--- config.mk ---
export PLATFORM = sky130hd
export DESIGN_NAME = fecp_ctrl
export DESIGN_NICKNAME = d
export VERILOG_FILES = /design/src/design/fem_element_curl_pressure_assembly_unit_macros.svh /design/src/design/fecp_pkg.sv /design/src/design/fecp_ctrl.sv
export SDC_FILE = /design/constraint.sdc
export NUM_CORES = 1
export LEC_CHECK = 0
export ABC_AREA = 1
export BUFFER_PORTS_ARGS = -buffer_cell sky130_fd_sc_hd__buf_2
export CAP_MARGIN = 20
export CORE_MARGIN = 3
export CORE_UTILIZATION = 54
export DETAILED_ROUTE_END_ITERATION = 8
export PLACE_DENSITY = 0.8
export SLEW_MARGIN = 20
export SYNTH_ARGS = -nofsm -noshare
export SYNTH_HDL_FRONTEND = slang
export SYNTH_SLANG_ARGS = --single-unit
--- constraint.sdc ---
create_clock -name clk_i -period 2.2 [get_ports clk_i]
set_clock_uncertainty 0.05 [all_clocks]
set_input_delay 0.11 -clock clk_i [delete_from_list [all_inputs] [get_ports clk_i]]
set_output_delay 0.11 -clock clk_i [all_outputs]
set_load 0.1 [all_outputs]
--- src/design/fem_element_curl_pressure_assembly_unit_macros.svh ---
// Assertion helpers for the top-level file, which checks itself.
`ifndef FEM_ELEMENT_CURL_PRESSURE_ASSEMBLY_UNIT_MACROS_SVH
`define FEM_ELEMENT_CURL_PRESSURE_ASSEMBLY_UNIT_MACROS_SVH

`define FECP_ASSERT_IMPL(label, clk, rst_n, ante, cons, msg) \
  label: assert property (@(posedge clk) disable iff (!rst_n) (ante) |-> (cons)) \
    else $error(msg);

`define FECP_ASSERT_NEXT(label, clk, rst_n, ante, cons, msg) \
  label: assert property (@(posedge clk) disable iff (!rst_n) (ante) |=> (cons)) \
    else $error(msg);

`endif

--- src/design/fecp_pkg.sv ---
package fecp_pkg;

  localparam int unsigned MaxShapeP = 8;
  localparam int unsigned MaxShapeV = 8;
  localparam int unsigned MaxNodes  = 16;
  localparam int unsigned DofBits   = 20;
  localparam int unsigned NodeW     = 4;
  localparam int unsigned DofW      = 3;
  localparam int unsigned ShapeAw   = DofW + NodeW;
  localparam int unsigned ShapeDepth = MaxShapeP * MaxNodes;

  localparam logic [2:0] ReqNode   = 3'd0;
  localparam logic [2:0] ReqScalar = 3'd1;
  localparam logic [2:0] ReqCurl   = 3'd2;
  localparam logic [2:0] ReqSConn  = 3'd3;
  localparam logic [2:0] ReqVConn  = 3'd4;
  localparam logic [2:0] ReqComp   = 3'd5;

  // Controller to datapath.
  typedef struct packed {
    logic             node_wr;
    logic             sconn_wr;
    logic             vconn_wr;
    logic             mul_a;      // unused; stage 1 of a node data product runs on node_wr
    logic             mul_b;      // stage 2 of a node data product
    logic             rd;         // fetch operands for (i, j, k)
    logic             mac_u;      // u = factor * shape
    logic             mac_t;      // acc += u * curl
    logic             clr;        // clear accumulator
    logic             emit;       // load output register
    logic             last;
    logic [DofW-1:0]  i;
    logic [DofW-1:0]  j;
    logic [NodeW-1:0] k;
  } ctrl_t;

  typedef struct packed {
    logic out_busy;
  } stat_t;

  // Floor shift by 16 then saturate to signed 32 bits.
  function automatic logic signed [31:0] sat32_shr16(input logic signed [63:0] p);
    logic signed [47:0] s;
    s = p[63:16];
    if (s > 48'sd2147483647) return 32'sh7fffffff;
    if (s < -48'sd2147483648) return 32'sh80000000;
    return s[31:0];
  endfunction

endpackage

--- src/design/fecp_ctrl.sv ---
module fecp_ctrl (
  input  logic            clk_i,
  input  logic            rst_ni,
  input  logic            in_valid_i,
  output logic            in_stall_o,
  input  logic [2:0]      req_type_i,
  input  logic [3:0]      count_p_i,
  input  logic [3:0]      count_v_i,
  input  logic [4:0]      count_nodes_i,
  input  logic            area_positive_i,
  input  fecp_pkg::stat_t stat_i,
  output fecp_pkg::ctrl_t ctrl_o
);
  typedef enum logic [2:0] {Idle, NodeB, Fetch, Mac, Drain, Emit} state_e;
  state_e state_q;
  logic [3:0] np_q, nv_q;
  logic [4:0] nn_q;
  logic [2:0] i_q, j_q;
  logic [3:0] k_q;
  logic [4:0] issued_q;
  logic p1_q, p2_q;
  logic acc;

  logic [3:0] np, nv;
  logic [4:0] nn;
  assign np = (count_p_i > 4'(fecp_pkg::MaxShapeP)) ? 4'(fecp_pkg::MaxShapeP) : count_p_i;
  assign nv = (count_v_i > 4'(fecp_pkg::MaxShapeV)) ? 4'(fecp_pkg::MaxShapeV) : count_v_i;
  assign nn = (count_nodes_i > 5'(fecp_pkg::MaxNodes)) ? 5'(fecp_pkg::MaxNodes)
                                                       : count_nodes_i;

  assign in_stall_o = state_q != Idle;
  assign acc = in_valid_i && !in_stall_o;

  always_comb begin
    ctrl_o = '0;
    ctrl_o.i = i_q;
    ctrl_o.j = j_q;
    ctrl_o.k = k_q;
    ctrl_o.node_wr  = acc && req_type_i == fecp_pkg::ReqNode;
    ctrl_o.sconn_wr = acc && req_type_i == fecp_pkg::ReqSConn;
    ctrl_o.vconn_wr = acc && req_type_i == fecp_pkg::ReqVConn;
    ctrl_o.mul_b    = state_q == NodeB;
    ctrl_o.rd       = state_q == Mac && issued_q < nn_q;
    ctrl_o.mac_u    = p1_q;
    ctrl_o.mac_t    = p2_q;
    ctrl_o.clr      = state_q == Fetch;
    ctrl_o.emit     = state_q == Emit && !stat_i.out_busy;
    ctrl_o.last     = (4'(i_q) + 4'd1 == np_q) && (4'(j_q) + 4'd1 == nv_q);
  end

  // Operands are registered from the node array and memories, then pass two
  // product stages (mac_u into u_q, mac_t into the accumulator) behind the fetch.
  always_ff @(posedge clk_i or negedge rst_ni) begin
    if (!rst_ni) begin
      state_q <= Idle;
      np_q <= '0; nv_q <= '0; nn_q <= '0;
      i_q <= '0; j_q <= '0; k_q <= '0; issued_q <= '0;
      p1_q <= 1'b0; p2_q <= 1'b0;
    end else begin
      p1_q <= ctrl_o.rd;
      p2_q <= p1_q;
      unique case (state_q)
        Idle: begin
          if (acc && req_type_i == fecp_pkg::ReqNode) state_q <= NodeB;
          if (acc && req_type_i == fecp_pkg::ReqComp && area_positive_i &&
              np != 4'd0 && nv != 4'd0) begin
            np_q <= np; nv_q <= nv; nn_q <= nn;
            i_q <= '0; j_q <= '0;
            state_q <= Fetch;
          end
        end
        NodeB: state_q <= Idle;
        Fetch: begin
          k_q <= '0;
          issued_q <= '0;
          state_q <= Mac;
        end
        Mac: begin
          if (issued_q < nn_q) begin
            issued_q <= issued_q + 5'd1;
            k_q <= k_q + 4'd1;
          end else begin
            state_q <= Drain;
          end
        end
        Drain: if (!p1_q && !p2_q) state_q <= Emit;
        Emit: begin
          if (!stat_i.out_busy) begin
            if (ctrl_o.last) state_q <= Idle;
            else begin
              state_q <= Fetch;
              if (4'(j_q) + 4'd1 == nv_q) begin
                j_q <= '0;
                i_q <= i_q + 3'd1;
              end else j_q <= j_q + 3'd1;
            end
          end
        end
        default: state_q <= Idle;
      endcase
    end
  end
endmodule
# After elaboration in Yosys (flattened, before gate mapping)
# Index checks and enable logic that the tools add are counted.
# word_totals
elab_cells	89
register_bits	33
in_bits	21
out_inout_bits	22
# op_classes
order_cmp	4
n_eq_ne	18
mux	23
n_reduce_logical	28
addsub	6
# ops
operator	n
3-bit two-way mux	12
3-bit case mux with 5 select lines	1
3-bit equality test, second input constant	4
1-bit logical AND	12
4-bit two-way mux	3
3-bit case mux with 2 select lines	2
5-bit two-way mux	2
2-bit != test, second input constant	5
5-bit case mux with 2 select lines	1
3-bit by 2-bit equality test with 1-bit output, second input constant	3
3-bit by 1-bit adder with 4-bit output, second input constant	2
4-bit equality test	2
4-bit > comparator, second input constant	2
4-bit case mux with 2 select lines	1
4-bit AND reduction	2
4-bit nonzero test	2
3-bit by 1-bit adder with 3-bit output, second input constant	2
3-bit zero test	2
5-bit by 1-bit adder with 5-bit output, second input constant	1
5-bit > comparator, second input constant	1
5-bit less-than comparator	1
5-bit AND reduction	1
4-bit by 1-bit adder with 4-bit output, second input constant	1
1-bit zero test	4
7 further kinds	10

# Depth between registers and ports, before layout
# logic_depth
word_depth	9
mapped_depth	12
ltp_nobuf	12

# Worst setup path before layout
# Ideal clock, no wire load.
# synth_path
path_type	register to register
start	register state_q[0]
end	register issued_q[3]
n_path_buf	0
arrival_ns	3.311
setup_ns	0.253
path_stages_with_launch	7
required_time_ns	1.897
period_less_slack_ns	3.614
setup_slack_ns	-1.414
cell_sequence	dfrtp_1 nor3_1 inv_2 nand2_4 nand2_1 nor2_1 nor3_1
# synth_rtl
item	line_no	rtl
start, declared	fecp_ctrl.sv:15	state_e state_q;
start signal, assigned	fecp_ctrl.sv:55	state_q <= Idle;
start signal, assigned	fecp_ctrl.sv:64	if (acc && req_type_i == fecp_pkg::ReqNode) state_q <= NodeB;
start signal, assigned	fecp_ctrl.sv:69	state_q <= Fetch;
end signal, assigned	fecp_ctrl.sv:80	issued_q <= issued_q + 5'd1;
end, declared	fecp_ctrl.sv:20	logic [4:0] issued_q;

==> results.toml <==
[status]
outcome = "completed"

[drt]
wl_mm = 4.49
antenna_left = 0
wl_met2_mm = 2.08
drtIter0Drc = 95
dr.pass1.iters = 4
dr_total_vias = 1788
avgViaCountPerCell = 4.95
drt-met1-wl_mm = 2.14
routedWlPerCell_um = 12.4
wl_met3_um = 213
route.detailed.drc = 0
highest_layer = "met4"

[global_route]
grt_pass1_wl_mm = 7.21
grt.overflow.total = 0
antenna_found_initial = 0
grt_usage = 0.218
grt_pass1_vias = 1676
grt_max_degree = 34

[layout]
layoutNonFillerInstCount = 361
n_fill_cell = 277
multiInputGateArea_um2 = 950
n_antenna_cell = 0
regArea_um2 = 833
postLayoutCellArea_mm2 = 0.00244
syn2layout_area_growth_pct = 25.0
layout-drive-gt1-share = 0.248
nNetsFinal = 343

[cts]
cts_htree_levels = 2
cts_tree = "done"
clockRootBuffer = "clkbuf_4"
clock_path_buffers = 2
cts_sinks = 33
path_clk_slew_ns = 0.11
clkLatencyLatePin_ns = 0.34
cts_buffers = 5

[yosys]
synthCells = 255
synthFlopType = "dfrtp_1"
yosys-top-cells-area = "dfrtp_1, nand2_1, inv_1"
syn_nets = 284
yosysTopAreaCell = "dfrtp_1"
seq_area_frac_synth = 0.423
synth_area_per_cell_um2 = 7.66
synth_edf_count = 0
synth_async_sr_flop_share = 1.00
synth_top_area_share = 0.423
syn_area_mm2 = 0.00195
synth_seq_cells = 33
ys_warn_count = 0
yosysUniqueCellTypes = 29

[placement]
pre_cts_ws_ns = 0.255
numPortBuffers = 41
dpl-instance-area_mm2 = 0.00225
placedCellCount = 339
dp_hpwl_mm = 3.17
gp_congestion = 0.776

[floorplanning]
dieHeight_um = 66.2
die_area_mm2 = 0.00438
core_mm2 = 0.00342
die_w_um = 66.2
io_pins = 43
core.rowCount = 21
start_util = 0.572

[pwr]
p_seq_frac = 0.379
p_per_area_mw_per_mm2 = 941
p_comb_frac = 0.476
power_frac_clock = 0.145
power_switching_share = 0.486
vdd_drop_max_v = 0.000494
power_leakage_nw = 1.35
p_int_mw = 1.18
power.switching_mw = 1.12
power_mw = 2.30

[critical_path]
critPathSlowestCell = "dfrtp_1"
crit_arrival_ns = 1.93
critPathBufInv = 3
critPathKind = "reg -> out"
start_kind = "flop"
rr_startpoint = "state_q[0]"
cp-end-kind = "output port"
critical_path.top_delay_family = "simple AND/OR/NAND/NOR gates"
critPathMaxStageDelay_ns = 0.43
crit_path_cell_trace = "ha_1 > nand2_1 > inv_1 > nor3_1 > nand3_2 > inv_2 > buf_12"
r2r-end = "nn_q[3]"
rrSetupSlack_ns = 0.32
critPathRequiredTime_ns = 2.04
reg2reg_depth = 9
critPathMaxFanout = 6

[timing]
worst_pin_slew_ns = 0.731
timing.final.ws_setup_ns = 0.112
timing.slew.headroom = 0.513
fmax_mhz = 479
rsz0062_at_grt = "true"
timing.final.crit_period_ns = 2.09
hold_viol = 0
maxSlewViolCount = 0
setup_violations = 0
period_share = 0.949

[hold_path]
min_path_type = "in -> reg"
whs_endpoint = "nv_q[2]"
worstHoldStart = "count_v_i[3]"
hold_depth = 4

[run]
drv_cap = 0
[flip-flops by register name, indices dropped and copies added, names as in the netlist]
signal / cells
j_q: 3
issued_q: 5
nn_q: 5
np_q: 4
p1_q: 1
state_q: 3
nv_q: 4
p2_q: 1
i_q: 3
k_q: 4
[metal layers]
layer,vias up,global-route usage
met4,0,0.0609
met1,807,0.286
met2,49,0.352
met5,-,0
met3,8,0.0612
li1,924,-
[worst reg2reg max path, delay by kind of cell (launching register included)]
family | cells | cell delay [ns]
AOI/OAI and AO/OA | 1 | 0.09
buffers and inverters | 2 | 0.22
DFF | 1 | 0.45
and+or+nand+nor | 6 | 0.98
[layout make-up]
type / count / share of cell area
Clock buffer: 8 / 0.0200
Inverter: 46 / 0.0732
Multi-Input combinational cell: 172 / 0.389
Sequential cell: 33 / 0.341
Tap cell: 46 / 0.0236
Timing Repair Buffer: 56 / 0.154
[metrics by stage]
stage	hold slack (ns)	TNS, ns	utilization
floorplan	-0.236	-2.48	-
global placement	0.162	0	0.659
detailed placement	0.154	0	0.659
CTS	0.00582	0	0.706
global route	0.00379	-0.0480	0.715
finish	0.0169	0	0.715
[power by group through the flow]
stage | sequential (mW) | combinational [mW] | clock (mW)
final | 0.872 | 1.10 | 0.333
after global routing | 0.890 | 1.20 | 0.369
after CTS | 0.872 | 1.08 | 0.338
after detailed placement | 0.884 | 1.06 | 0
after global placement | 0.876 | 1.05 | 0
after floorplan | 0.969 | 0.781 | 0
[cells by family after synthesis]
logic type                 count (synthesis)  share of synthesized area
and+or+nand+nor                          131                      0.308
other                                      1                    0.00192
muxes                                      1                    0.00512
xor gates and xnor gates                   5                     0.0224
DFF                                       33                      0.423
buffers and inverters                     50                      0.107
adders and majority gates                  8                     0.0512
AOI/OAI and AO/OA                         26                     0.0819
[layout by cell type (no fill, tap or decap), types with 4 or more instances in the layout]
| cell | netlist | layout |
|---|---|---|
| a21oi_1 | 7 | 7 |
| a22o_1 | 5 | 5 |
| buf_2 | 0 | 39 |
| buf_4 | 3 | 4 |
| clkbuf_4 | 0 | 5 |
| dfrtp_1 | 33 | 27 |
| dfrtp_2 | 0 | 6 |
| dlygate4sd3_1 | 0 | 11 |
| ha_1 | 8 | 8 |
| inv_1 | 41 | 39 |
| inv_2 | 4 | 5 |
| nand2_1 | 59 | 58 |
| nand3_1 | 27 | 27 |
| nor2_1 | 28 | 25 |
| nor2_4 | 3 | 4 |
| o21ai_0 | 6 | 5 |
[cell usage after synthesis, drive strengths merged, types with 2 or more instances]
| cell | n |
|---|---|
| o22ai | 3 |
| xor2 | 2 |
| nor3 | 6 |
| nand2 | 61 |
| buf | 4 |
| nand4 | 2 |
| o21ai | 8 |
| inv | 46 |
| nand3 | 29 |
| ha | 8 |
| nor2 | 32 |
| a22o | 5 |
| o31ai | 2 |
| dfrtp | 33 |
| a21oi | 7 |
| xnor2 | 3 |
[what timing repair did]
item,CTS,global route
setup buffers,0,3
pin swaps,0,0
gates resized for setup,1,5
hold buffers,11,0
setup endpoints to repair,1,2
endpoints found under the hold margin,43,0
[how the worst max path moves through the flow]
stage / slack, ns / endpoint / cells past startpoint / from
after global routing: -0.03 / ctrl_o[15] / 7 / issued_q[4]
after detailed placement: 0.26 / i_q[2] / 9 / j_q[0]
after floorplan: -0.33 / issued_q[3] / 6 / state_q[2]
final: 0.11 / ctrl_o[15] / 7 / issued_q[4]
after CTS: 0.01 / ctrl_o[15] / 7 / issued_q[2]
after global placement: 0.34 / i_q[2] / 9 / j_q[0]
(Power assumes the default switching activity.)
